<file path="config.mk">
export PLATFORM = sky130hd
export DESIGN_NAME = kaiser_window_evaluator_unit
export DESIGN_NICKNAME = d
export VERILOG_FILES = /design/src/rtl/core/kwe_pkg.sv /design/src/rtl/core/kaiser_window_evaluator_unit.sv /design/src/rtl/core/kwe_div.sv
export SDC_FILE = /design/constraint.sdc
export NUM_CORES = 2
export LEC_CHECK = 0
export ABC_AREA = 0
export BUFFER_PORTS_ARGS = -buffer_cell sky130_fd_sc_hd__buf_4
export CAP_MARGIN = 20
export CORE_ASPECT_RATIO = 1.4
export CORE_UTILIZATION = 67
export CTS_CLUSTER_SIZE = 8
export DETAILED_ROUTE_END_ITERATION = 7
export GPL_TIMING_DRIVEN = 1
export PLACE_DENSITY = 0.9
export SETUP_SLACK_MARGIN = 0.3
export SLEW_MARGIN = 20
export SYNTH_ARGS = -nofsm -noshare
export SYNTH_HDL_FRONTEND = slang
export SYNTH_SLANG_ARGS = --single-unit
</file>
<file path="constraint.sdc">
create_clock -name clk -period 17.5 [get_ports clk]
set_input_delay 3.5 -clock clk [delete_from_list [all_inputs] [get_ports clk]]
set_output_delay 3.5 -clock clk [all_outputs]
set_load 0.005 [all_outputs]
</file>
<file path="src/rtl/core/kwe_pkg.sv">
// Kaiser window evaluator package: shared widths and fixed-point constants.
// No dependencies.
`timescale 1ns / 1ps
`default_nettype none
package kwe_pkg;
    localparam int MAX_TERMS_DEF = 128;
    localparam int POS_W         = 16;            // Q2.14 position
    localparam int BETA_W        = 16;            // Q4.12 beta
    localparam int VAL_W         = 16;            // Q1.15 weight
    localparam int DIV_W         = 32;            // series divider dividend width
    localparam int MUL_A_W       = 34;
    localparam int MUL_B_W       = 32;
    localparam int MUL_P_W       = MUL_A_W + MUL_B_W;
    localparam logic [15:0] MAG_ONE   = 16'd16384; // 1.0 in Q2.14
    localparam logic [15:0] VAL_ONE   = 16'd32768; // 1.0 in Q1.15
    localparam logic [63:0] ONE_Q44   = 64'h0000_1000_0000_0000;
    localparam int          QUO_BITS  = 15;
endpackage : kwe_pkg
`default_nettype wire

</file>
<file path="src/rtl/core/kaiser_window_evaluator_unit.sv">
// Kaiser window evaluator top level: sequencer, shared multiplier, sqrt and quotient steps.
// Depends on kwe_pkg and kwe_div.
`timescale 1ns / 1ps
`default_nettype none
// Takes one signed Q2.14 position per start pulse (accepted when busy is low) and returns
// w = I0(beta*sqrt(1-p^2)) / I0(beta) in unsigned Q1.15, saturated at 1.0, as one word on
// window_value marked by a one-cycle done strobe; the receiver cannot stall, so the word
// must be taken in that cycle. Beta (Q4.12) is written through shape_beta_we; the user
// must write it only while idle, which the block itself does not enforce. Positions
// outside -1..+1 answer 0 in the cycle right after start is taken. Otherwise, the item
// runs the square, the 17-step shift/subtract sqrt and the beta multiply, then two
// Bessel series (numerator, then denominator) of 1 to MAX_TERMS-1 terms each, each
// stopping early once a term is negligible, then 15 quotient steps and the done
// strobe; a saturating ratio skips the quotient steps. Each term is one launch of the
// bit-serial divider (x/2k) and five steps on the one shared 34x32 multiplier and
// adders (square, two partial products, combine, accumulate). Betas of 5 to 9 need
// some 15 to 25 terms per series.
module kaiser_window_evaluator_unit #(
    parameter int MAX_TERMS = kwe_pkg::MAX_TERMS_DEF
) (
    input  wire logic                       clk,
    input  wire logic                       rst_n,
    input  wire logic                       start,
    output logic                            busy,
    input  wire logic signed [kwe_pkg::POS_W-1:0] window_position,
    input  wire logic                       shape_beta_we,
    input  wire logic [kwe_pkg::BETA_W-1:0] shape_beta,
    output logic                            done,
    output logic [kwe_pkg::VAL_W-1:0]       window_value
);
    import kwe_pkg::*;

    localparam int K_W = $clog2(MAX_TERMS);
    localparam int Q_W = $clog2(QUO_BITS);

    typedef enum logic [11:0] {
        S_IDLE = 12'b0000_0000_0001,
        S_MAG  = 12'b0000_0000_0010,
        S_SQRT = 12'b0000_0000_0100,
        S_XM   = 12'b0000_0000_1000,
        S_DGO  = 12'b0000_0001_0000,
        S_DIV  = 12'b0000_0010_0000,
        S_SQ   = 12'b0000_0100_0000,
        S_ML   = 12'b0000_1000_0000,
        S_MH   = 12'b0001_0000_0000,
        S_ACC  = 12'b0010_0000_0000,
        S_SUM  = 12'b0100_0000_0000,
        S_QUO  = 12'b1000_0000_0000
    } state_t;

    state_t             state_reg, state_next;
    logic [BETA_W-1:0]  beta_reg;
    logic [15:0]        mag_reg, mag_next;
    logic [32:0]        v_reg, v_next;        // sqrt radicand remainder
    logic [33:0]        res_reg, res_next;    // sqrt partial root
    logic [32:0]        bit_reg, bit_next;
    logic [31:0]        x_reg, x_next;        // Bessel argument, Q4.28
    logic               den_ph_reg, den_ph_next;
    logic [K_W-1:0]     k_reg, k_next;
    logic [33:0]        f2_reg, f2_next;
    logic [63:0]        term_reg, term_next;
    logic [63:0]        sum_reg, sum_next;
    logic [65:0]        acc_reg, acc_next;
    logic [65:0]        hi_reg, hi_next;
    logic [63:0]        num_reg, num_next;
    logic [63:0]        rem_reg, rem_next;
    logic [QUO_BITS-1:0] q_reg, q_next;
    logic [Q_W-1:0]     qc_reg, qc_next;
    logic               done_reg, done_next;
    logic [VAL_W-1:0]   val_reg, val_next;

    // shared multiplier
    logic [MUL_A_W-1:0] mul_a;
    logic [MUL_B_W-1:0] mul_b;
    logic [MUL_P_W-1:0] mul_p;

    logic               div_done;
    logic [DIV_W-1:0]   div_q;

    logic [15:0]        pos_mag;
    logic [28:0]        span;
    logic [33:0]        sq_trial;
    logic [97:0]        full;
    logic [64:0]        sum_add;
    logic [63:0]        quo_diff;

    assign pos_mag = window_position[POS_W-1] ? 16'(-window_position) : 16'(window_position);

    always_comb
    begin
        unique case (state_reg)
            S_MAG:   begin mul_a = MUL_A_W'(mag_reg);       mul_b = MUL_B_W'(mag_reg);  end
            S_XM:    begin mul_a = MUL_A_W'(res_reg[16:0]); mul_b = MUL_B_W'(beta_reg); end
            S_SQ:    begin mul_a = MUL_A_W'(div_q);         mul_b = div_q;              end
            S_ML:    begin mul_a = f2_reg;                  mul_b = term_reg[31:0];     end
            S_MH:    begin mul_a = f2_reg;                  mul_b = term_reg[63:32];    end
            default: begin mul_a = '0;                      mul_b = '0;                 end
        endcase
    end
    assign mul_p = mul_a * mul_b;

    assign span     = 29'h1000_0000 - mul_p[28:0];
    assign sq_trial = res_reg + {1'b0, bit_reg};
    assign full     = {hi_reg, 32'b0} + {32'b0, acc_reg};
    assign sum_add  = {1'b0, sum_reg} + {1'b0, term_reg};
    assign quo_diff = sum_reg - rem_reg;   // sum_reg holds den during the quotient

    kwe_div #(
        .K_W (K_W)
    ) u_div (
        .clk      (clk),
        .rst_n    (rst_n),
        .start    (state_reg == S_DGO),
        .dividend ({1'b0, x_reg[31:1]}),
        .divisor  (k_reg),
        .done     (div_done),
        .quotient (div_q)
    );

    always_comb
    begin
        state_next  = state_reg;
        mag_next    = mag_reg;
        v_next      = v_reg;
        res_next    = res_reg;
        bit_next    = bit_reg;
        x_next      = x_reg;
        den_ph_next = den_ph_reg;
        k_next      = k_reg;
        f2_next     = f2_reg;
        term_next   = term_reg;
        sum_next    = sum_reg;
        acc_next    = acc_reg;
        hi_next     = hi_reg;
        num_next    = num_reg;
        rem_next    = rem_reg;
        q_next      = q_reg;
        qc_next     = qc_reg;
        done_next   = 1'b0;
        val_next    = val_reg;
        unique case (state_reg)
            S_IDLE:
            begin
                if (start)
                begin
                    if (pos_mag > MAG_ONE)
                    begin
                        val_next  = '0;
                        done_next = 1'b1;
                    end
                    else
                    begin
                        mag_next   = pos_mag;
                        state_next = S_MAG;
                    end
                end
            end
            S_MAG:
            begin
                v_next     = {span, 4'b0};
                res_next   = '0;
                bit_next   = 33'h1_0000_0000;
                state_next = S_SQRT;
            end
            S_SQRT:
            begin
                if ({1'b0, v_reg} >= sq_trial)
                begin
                    v_next   = v_reg - sq_trial[32:0];
                    res_next = (res_reg >> 1) + {1'b0, bit_reg};
                end
                else
                    res_next = res_reg >> 1;
                bit_next = bit_reg >> 2;
                if (bit_reg == 33'd1)
                    state_next = S_XM;
            end
            S_XM:
            begin
                x_next      = mul_p[31:0];
                den_ph_next = 1'b0;
                k_next      = K_W'(1);
                term_next   = ONE_Q44;
                sum_next    = ONE_Q44;
                state_next  = S_DGO;
            end
            S_DGO:
                state_next = S_DIV;
            S_DIV:
                if (div_done)
                    state_next = S_SQ;
            S_SQ:
            begin
                f2_next    = mul_p[61:28];
                state_next = S_ML;
            end
            S_ML:
            begin
                acc_next   = mul_p;
                state_next = S_MH;
            end
            S_MH:
            begin
                hi_next    = mul_p;
                state_next = S_ACC;
            end
            S_ACC:
            begin
                term_next  = (full[97:92] != '0) ? '1 : full[91:28];
                state_next = S_SUM;
            end
            S_SUM:
            begin
                sum_next = sum_add[64] ? '1 : sum_add[63:0];
                if (term_reg == '0 || term_reg < {59'b0, sum_next[63:59]}
                    || k_reg == K_W'(MAX_TERMS - 1))
                begin
                    if (!den_ph_reg)
                    begin
                        num_next    = sum_next;
                        x_next      = {beta_reg, 16'b0};
                        den_ph_next = 1'b1;
                        k_next      = K_W'(1);
                        term_next   = ONE_Q44;
                        sum_next    = ONE_Q44;
                        state_next  = S_DGO;
                    end
                    else if (num_reg >= sum_next)
                    begin
                        val_next   = VAL_ONE;
                        done_next  = 1'b1;
                        state_next = S_IDLE;
                    end
                    else
                    begin
                        rem_next   = num_reg;
                        q_next     = '0;
                        qc_next    = '0;
                        state_next = S_QUO;
                    end
                end
                else
                begin
                    k_next     = k_reg + 1'b1;
                    state_next = S_DGO;
                end
            end
            S_QUO:
            begin
                // one quotient bit per cycle, num < den keeps rem below den
                if (rem_reg >= quo_diff)
                begin
                    rem_next = rem_reg - quo_diff;
                    q_next   = {q_reg[QUO_BITS-2:0], 1'b1};
                end
                else
                begin
                    rem_next = rem_reg << 1;
                    q_next   = {q_reg[QUO_BITS-2:0], 1'b0};
                end
                qc_next = qc_reg + 1'b1;
                if (qc_reg == Q_W'(QUO_BITS - 1))
                begin
                    val_next   = VAL_W'(q_next);
                    done_next  = 1'b1;
                    state_next = S_IDLE;
                end
            end
            default:
                state_next = S_IDLE;
        endcase
    end

    always_ff @(posedge clk or negedge rst_n)
    begin
        if (!rst_n)
        begin
            state_reg  <= S_IDLE;
            beta_reg   <= '0;
            done_reg   <= 1'b0;
            den_ph_reg <= 1'b0;
            k_reg      <= '0;
            qc_reg     <= '0;
        end
        else
        begin
            state_reg  <= state_next;
            done_reg   <= done_next;
            den_ph_reg <= den_ph_next;
            k_reg      <= k_next;
            qc_reg     <= qc_next;
            if (shape_beta_we)
                beta_reg <= shape_beta;
        end
    end

    always_ff @(posedge clk)
    begin
        mag_reg  <= mag_next;
        v_reg    <= v_next;
        res_reg  <= res_next;
        bit_reg  <= bit_next;
        x_reg    <= x_next;
        f2_reg   <= f2_next;
        term_reg <= term_next;
        sum_reg  <= sum_next;
        acc_reg  <= acc_next;
        hi_reg   <= hi_next;
        num_reg  <= num_next;
        rem_reg  <= rem_next;
        q_reg    <= q_next;
        val_reg  <= val_next;
    end

    assign busy         = (state_reg != S_IDLE);
    assign done         = done_reg;
    assign window_value = val_reg;
endmodule : kaiser_window_evaluator_unit
`default_nettype wire

</file>
<file path="src/rtl/core/kwe_div.sv">
// Restoring bit-serial divider, one quotient bit per cycle.
// Depends on kwe_pkg (DIV_W).
`timescale 1ns / 1ps
`default_nettype none
module kwe_div #(
    parameter int K_W = 7
) (
    input  wire logic                     clk,
    input  wire logic                     rst_n,
    input  wire logic                     start,
    input  wire logic [kwe_pkg::DIV_W-1:0] dividend,
    input  wire logic [K_W-1:0]           divisor,
    output logic                          done,
    output logic [kwe_pkg::DIV_W-1:0]     quotient
);
    import kwe_pkg::*;

    localparam int CNT_W = $clog2(DIV_W);

    logic [DIV_W-1:0] shq_reg, shq_next;
    logic [K_W-1:0]   rem_reg, rem_next;
    logic [K_W-1:0]   dsr_reg;
    logic [CNT_W-1:0] cnt_reg, cnt_next;
    logic             run_reg, run_next;
    logic             done_reg, done_next;
    logic [K_W:0]     trial;
    logic [K_W:0]     diff;

    assign trial = {rem_reg, shq_reg[DIV_W-1]};
    assign diff  = trial - {1'b0, dsr_reg};

    always_comb
    begin
        shq_next  = shq_reg;
        rem_next  = rem_reg;
        cnt_next  = cnt_reg;
        run_next  = run_reg;
        done_next = 1'b0;
        if (start)
        begin
            shq_next = dividend;
            rem_next = '0;
            cnt_next = '0;
            run_next = 1'b1;
        end
        else if (run_reg)
        begin
            if (trial >= {1'b0, dsr_reg})
            begin
                rem_next = diff[K_W-1:0];
                shq_next = {shq_reg[DIV_W-2:0], 1'b1};
            end
            else
            begin
                rem_next = trial[K_W-1:0];
                shq_next = {shq_reg[DIV_W-2:0], 1'b0};
            end
            cnt_next = cnt_reg + 1'b1;
            if (cnt_reg == CNT_W'(DIV_W - 1))
            begin
                run_next  = 1'b0;
                done_next = 1'b1;
            end
        end
    end

    always_ff @(posedge clk or negedge rst_n)
    begin
        if (!rst_n)
        begin
            run_reg  <= 1'b0;
            done_reg <= 1'b0;
            cnt_reg  <= '0;
        end
        else
        begin
            run_reg  <= run_next;
            done_reg <= done_next;
            cnt_reg  <= cnt_next;
        end
    end

    always_ff @(posedge clk)
    begin
        shq_reg <= shq_next;
        rem_reg <= rem_next;
        if (start)
            dsr_reg <= divisor;
    end

    assign done     = done_reg;
    assign quotient = shq_reg;
endmodule : kwe_div
`default_nettype wire

</file>
; ---- After elaboration in Yosys (flattened, before gate mapping)
; Index checks and enable logic that the tools add are counted.
[word_totals]
register_bits = 694
latch_bits = 0
ram_bits = 0
romBits = 0
inputBits = 36
output_inout_bits = 18
wordCells = 173
memories = 0
[op_classes]
add_sub_neg = 13
n_mul = 1
n_div = 0
order_cmp = 6
n_eq_ne = 30
shifts = 0
mux = 73
bitwise = 2
reduce_logical = 21
[ops]
columns = cell, count
row1 = 2-to-1 mux 64 bit, 10
row2 = one-hot mux 64 bit (2 select lines), 2
row3 = one-hot mux 64 bit (3 select lines), 1
row4 = one-hot mux 32 bit (5 select lines), 1
row5 = one-hot mux 12 bit (12 select lines), 1
row6 = one-hot mux 34 bit (4 select lines), 1
row7 = one-hot mux 33 bit (2 select lines), 2
row8 = >= comparator 64 bit, 2
row9 = subtractor 64 bit, 2
row10 = 2-to-1 mux 16 bit, 7
row11 = adder 98 x 66 -> 98 bit, 1
row12 = 2-to-1 mux 12 bit, 8
row13 = one-hot mux 34 bit (2 select lines), 1
row14 = multiplier 34 x 32 -> 66 bit, 1
row15 = adder 64 x 64 -> 65 bit, 1
row16 = zero test 64 bit, 1
row17 = < comparator 64 x 5 -> 1 bit, 1
row18 = 2-to-1 mux 32 bit, 2
row19 = one-hot mux 32 bit (2 select lines), 1
row20 = 2-to-1 mux 31 bit, 2
row21 = one-hot mux 16 bit (3 select lines), 1
row22 = 2-to-1 mux 14 bit, 3
row23 = adder 33 x 33 -> 34 bit, 1
row24 = adder 34 x 33 -> 34 bit, 1
row25 = 52 further kinds, 92

; ---- Logic depth before layout (Yosys ltp)
[depth]
ltp_word = 7
mapped_depth = 38
depth_no_buf = 33

; ---- Cells and area by module
; Synthesis repeated with hierarchy kept, for this count alone.
[hier_totals]
hier_cells = 8690
area_unflattened_um2 = 79329.8
[modules_own_cells]
columns = module, n_inst, cells_per_inst, area_per_inst_um2, seq_area_each_um2
row1 = kaiser_window_evaluator_unit, 1, 8483, 76638.5, 17693.2
row2 = kwe_div, 1, 207, 2691.3, 1486.4

; ---- Least setup slack after synthesis
; Ideal clock, no wire load.
[synth_timing]
path_type = flip-flop to flip-flop
from = register state_reg[3]
to = register acc_reg[64] (data pin)
arrival_ns = 10.042
path_slack_ns = 7.188
stages_incl_launch_ff = 32
path_buffers = 4
synth_period_minus_slack_ns = 10.312
cell_sequence = dfrtp_1 -> nor4_1 -> and4_1 -> clkbuf_1 -> clkbuf_1 -> clkbuf_1 -> buf_1 -> a22oi_1 -> nor2_1 -> fa_1 -> fa_1 -> fa_1 -> inv_1 -> fa_1 -> inv_1 -> fa_1 -> inv_1 -> fa_1 -> fa_1 -> fa_1 -> inv_1 -> ha_1 -> a21o_1 -> a21oi_1 -> nand3b_1 -> o31ai_1 -> o21ai_0 -> a31oi_1 -> o21ai_1 -> a21oi_1 -> nor3_1 -> or3_1
[synth_between]
elab_chain_cells = 4
word_cells_on_any_way = 9
[synth_rtl]
columns = item, line_no
row1 = "start, declared", kaiser_window_evaluator_unit.sv:51  ; state_t state_reg, state_next;
row2 = "start signal, assigned", kaiser_window_evaluator_unit.sv:287  ; state_reg <= state_next;
row3 = equality test 12 x 9 -> 1 bit or equality test 12 x 8 -> 1 bit (tied branches), kaiser_window_evaluator_unit.sv:91  ; unique case (state_reg)
row4 = OR reduction 2 bit (no line), --
row5 = one-hot mux 34 bit (4 select lines), kaiser_window_evaluator_unit.sv:91
row6 = multiplier 34 x 32 -> 66 bit (*), kaiser_window_evaluator_unit.sv:100  ; assign mul_p = mul_a * mul_b;
row7 = named net mul_p[64], kaiser_window_evaluator_unit.sv:75  ; logic [MUL_P_W-1:0] mul_p;
row8 = "end signal, assigned", kaiser_window_evaluator_unit.sv:307  ; acc_reg <= acc_next;
row9 = "end, declared", kaiser_window_evaluator_unit.sv:63  ; logic [65:0] acc_reg, acc_next;
; Mark *: on every way through the listed nets, which the timed path passes. The rest lies on a longest branch.
; A chain may end at the register's enable or synchronous reset.

; ---- Final worst setup path
[layout_timing]
from = register state_reg[3]
to = register acc_reg[62] (data pin)
; Same word-level chain as after synthesis.

==> out/metrics.yaml <==
critical_path_class: "reg2reg"
grtUsageTotal_pct: 48.4
routed_wl_um: 287000
io_buffers: 53
swShare_pct: 33.1
worstPathArrival_ns: 12.34
drc: 2
r2r_slack_ns: 5.52
grt_pass1_wl_um: 426000
drt_pre_antenna_iters: 8
fin_skew_ns: 0.0545
grt_pass1_vias: 71005
start_util_pct: 67.5
clk_pin_slew_ns: 0.06
rsz0062_at_grt: "false"
post-dp-hpwl_um: 221000
power.internal_w: 0.00316
fin_util_pct: 71.5
finalCritPeriodShare_pct: 68.5
ys_seq_elements: 649
synth_flop_cell: "edfxtp_1"
ys_seq_area_share_pct: 24.1
ant_nets: 0
maxCapViolCount: 0
p_sw_w: 0.00156
cts_tree: "done"
io_pins: 54
postCtsSetupBuffers: 0
syn_area_per_cell_um2: 9.04
syn_nets: 10440
power_density_nw_per_um2: 56.1
largest_reg_flops: 66
violations: "design-rule violations"
whs_path_depth: 2
drt-initial-drc-count: 7691
gp_congestion: 1.11
dieArea_um2: 120000
synthCells: 8801
synth-simple-area-share_pct: 16.4
die_h_um: 410
layout_setup_ws_ns: 5.52
endpoint_kind: "flip-flop"
ir_drop_mv: 0.0762
max_freq_mhz: 83.4
crit_fanout: 53
grt_max_degree: 80
drv_slew: 0
layout_min_cycle_time_ns: 11.98
place_inst: 10177
cts_buffers: 91
antenna_found_initial: 15
route.vias.total: 67971
wl_per_cell_um: 27.9
drive_above_1_share_pct: 4.81
synth-async-reset-ratio_pct: 7.40
fp.coreArea_um2: 118000
synth_edf_count: 593
start_kind: "flip-flop"
synth_compound_area_share_pct: 12.1
place_ws_ns: 5.88
die_w_um: 293
grt-ovfl-total: 0
max-slew-margin-rel_pct: 9.80
r2r_cells: 27
worstMarginPinSlew_ns: 1.35
p_leak_nw: 38.2
ctsResizeCount: 0
setup_tns_ns: 0
fin_nets: 10327
final_cell_count_no_fill: 10321
run_status: "finished, violations left"
timing.final.hold_violations: 0
p_total_w: 0.00473
rows: 149
cp.required_ns: 17.86
setup_viol: 0
clockBufferDepth: 3
cts.sinks: 649
vias_per_cell: 6.59
synthDistinctLibCells: 103
yosys_warnings: 0
clock_latency_ns: 0.70
seq_power_share_pct: 40.4
cts_root_buf: "clkbuf_16"
synth_xor_xnor_area_share_pct: 4.65
synth_top_family_by_area: "adder cells"
netlist_area_um2: 79600
areaGrowthSynthToFinish_pct: 5.83
synth-adder-area-share_pct: 34.3
yosys-mux-area-fraction_pct: 0.711
comb_power_share_pct: 24.1
hold_buffers: 0
clockPowerShare_pct: 35.6
hold_class: "reg2reg"
cts_max_level: 3
-- power by group through the flow --
stage | sequential [W] | clock, W | combinational (W)
final | 0.00191 | 0.00168 | 0.00114
after global placement | 0.00192 | 0 | 0.00105
after global routing | 0.00191 | 0.00173 | 0.00121
after floorplan | 0.00186 | 0 | 0.000770
after CTS | 0.00190 | 0.00168 | 0.00110
after detailed placement | 0.00192 | 0 | 0.00109
-- cell usage after synthesis (163+ instances only) --
cell,n,share of area [%]
xnor2_1,231,2.5
edfxtp_1,593,22
fa_1,962,24
o21ai_0,294,1.8
clkbuf_1,327,1.5
ha_1,641,10
a21oi_1,504,3.2
inv_1,1212,5.7
a21o_1,204,1.9
nand3_1,163,1.0
xor2_1,190,2.1
nor2_1,926,4.4
nand2_1,1165,5.5
-- area by class of cell --
| type | instances | area (um2) |
|---|---|---|
| Sequential cell | 649 | 19200 |
| Clock inverter | 8 | 184 |
| Antenna cell | 13 | 32.5 |
| Tap cell | 1585 | 1980 |
| Fill cell | 8727 | 33600 |
| Timing Repair Buffer | 191 | 1440 |
| Inverter | 1213 | 4550 |
| Multi-Input combinational cell | 6542 | 54400 |
| Clock buffer | 120 | 2410 |
-- cell usage in the layout (no fill, tap or decap), types with 13 or more instances in the layout --
master     count
xnor2_1      228
or3_1         31
dfrtp_1       47
inv_1       1211
clkbuf_16     92
mux2_2        20
nor2b_1       52
nor4_1        43
nand3_1      162
o211ai_1      31
or2_2         28
a211oi_1      56
o21ai_0      294
a22oi_1       44
buf_4        188
o21a_1        45
a21oi_1      504
diode_2       13
mux2i_1       34
and4_1        15
a21o_1       204
edfxtp_1     593
ha_1         641
nand4_1       89
a31oi_1       68
nand2b_1      73
a21boi_0      16
o21bai_1      62
and2_1       107
o31ai_1       25
nor3_1        81
clkbuf_1      28
nor2_1       924
o21ai_1       16
and3_1        81
a222oi_1      18
xor2_1       190
nand2_1     1158
fa_1         962
-- metal layers --
layer  routed length (um)  GRT usage, %  up-vias  share of wire, %
li1                     -             -    28929                 -
met1                86400          49.6    32657                30
met2               132000          77.6     4633                46
met3                30900          12.7     1744                11
met4                38300          51.6        8                13
met5                   93         0.366        -             0.032
-- worst max-delay path: stages (launching register included) --
cell	delay [ns]
dfrtp_1	0.40
nor4_1	0.73
nand3_1	0.28
nor3_2	0.18
buf_4	0.60
buf_4	0.65
a22oi_1	0.28
nand2_1	0.79
nand2_1	0.19
fa_1	0.70
fa_1	0.44
inv_1	0.07
fa_1	0.42
fa_1	0.54
fa_1	0.44
fa_1	0.60
fa_1	0.46
fa_1	0.52
ha_1	0.46
and3_1	0.24
nand3_1	0.15
nor2_1	0.25
nand2_1	0.15
o21ai_0	0.47
a31oi_1	0.23
o21ai_1	0.32
a21oi_1	0.22
o311ai_0	0.83
-- kinds of logic (layout without fill, tap and decap cells) --
group,count (synthesis),after routing
AOI/OAI and AO/OA,1528,1528
xor gates and xnor gates,422,422
adders and majority gates,1603,1603
buffers and inverters,1610,1532
DFF,649,649
muxes,54,54
other,0,13
and+or+nand+nor,2935,2935
-- per-stage QoR --
stage               cell area [um2]  hold slack, ns
finish                        84200           0.482
floorplan                     79600           0.437
global placement              81500           0.457
detailed placement            81600           0.474
global route                  84200           0.498
CTS                           84100           0.484
-- final timing paths --
kind	from	end
worst max-delay path	state_reg[3]$_DFFE_PN0P_	acc_reg[62]$_DFFE_PN_
worst min-delay path	x_reg[30]$_DFFE_PP_	u_div.quotient[29]$_DFFE_PP_
worst max register to register	state_reg[3]$_DFFE_PN0P_	acc_reg[62]$_DFFE_PN_
worst min register to register	x_reg[30]$_DFFE_PP_	u_div.quotient[29]$_DFFE_PP_
max in group asynchronous	rst_n	beta_reg[14]$_DFFE_PN0P_
min in group asynchronous	rst_n	state_reg[4]$_DFFE_PN0P_
Power figures use the tool's default switching activity.
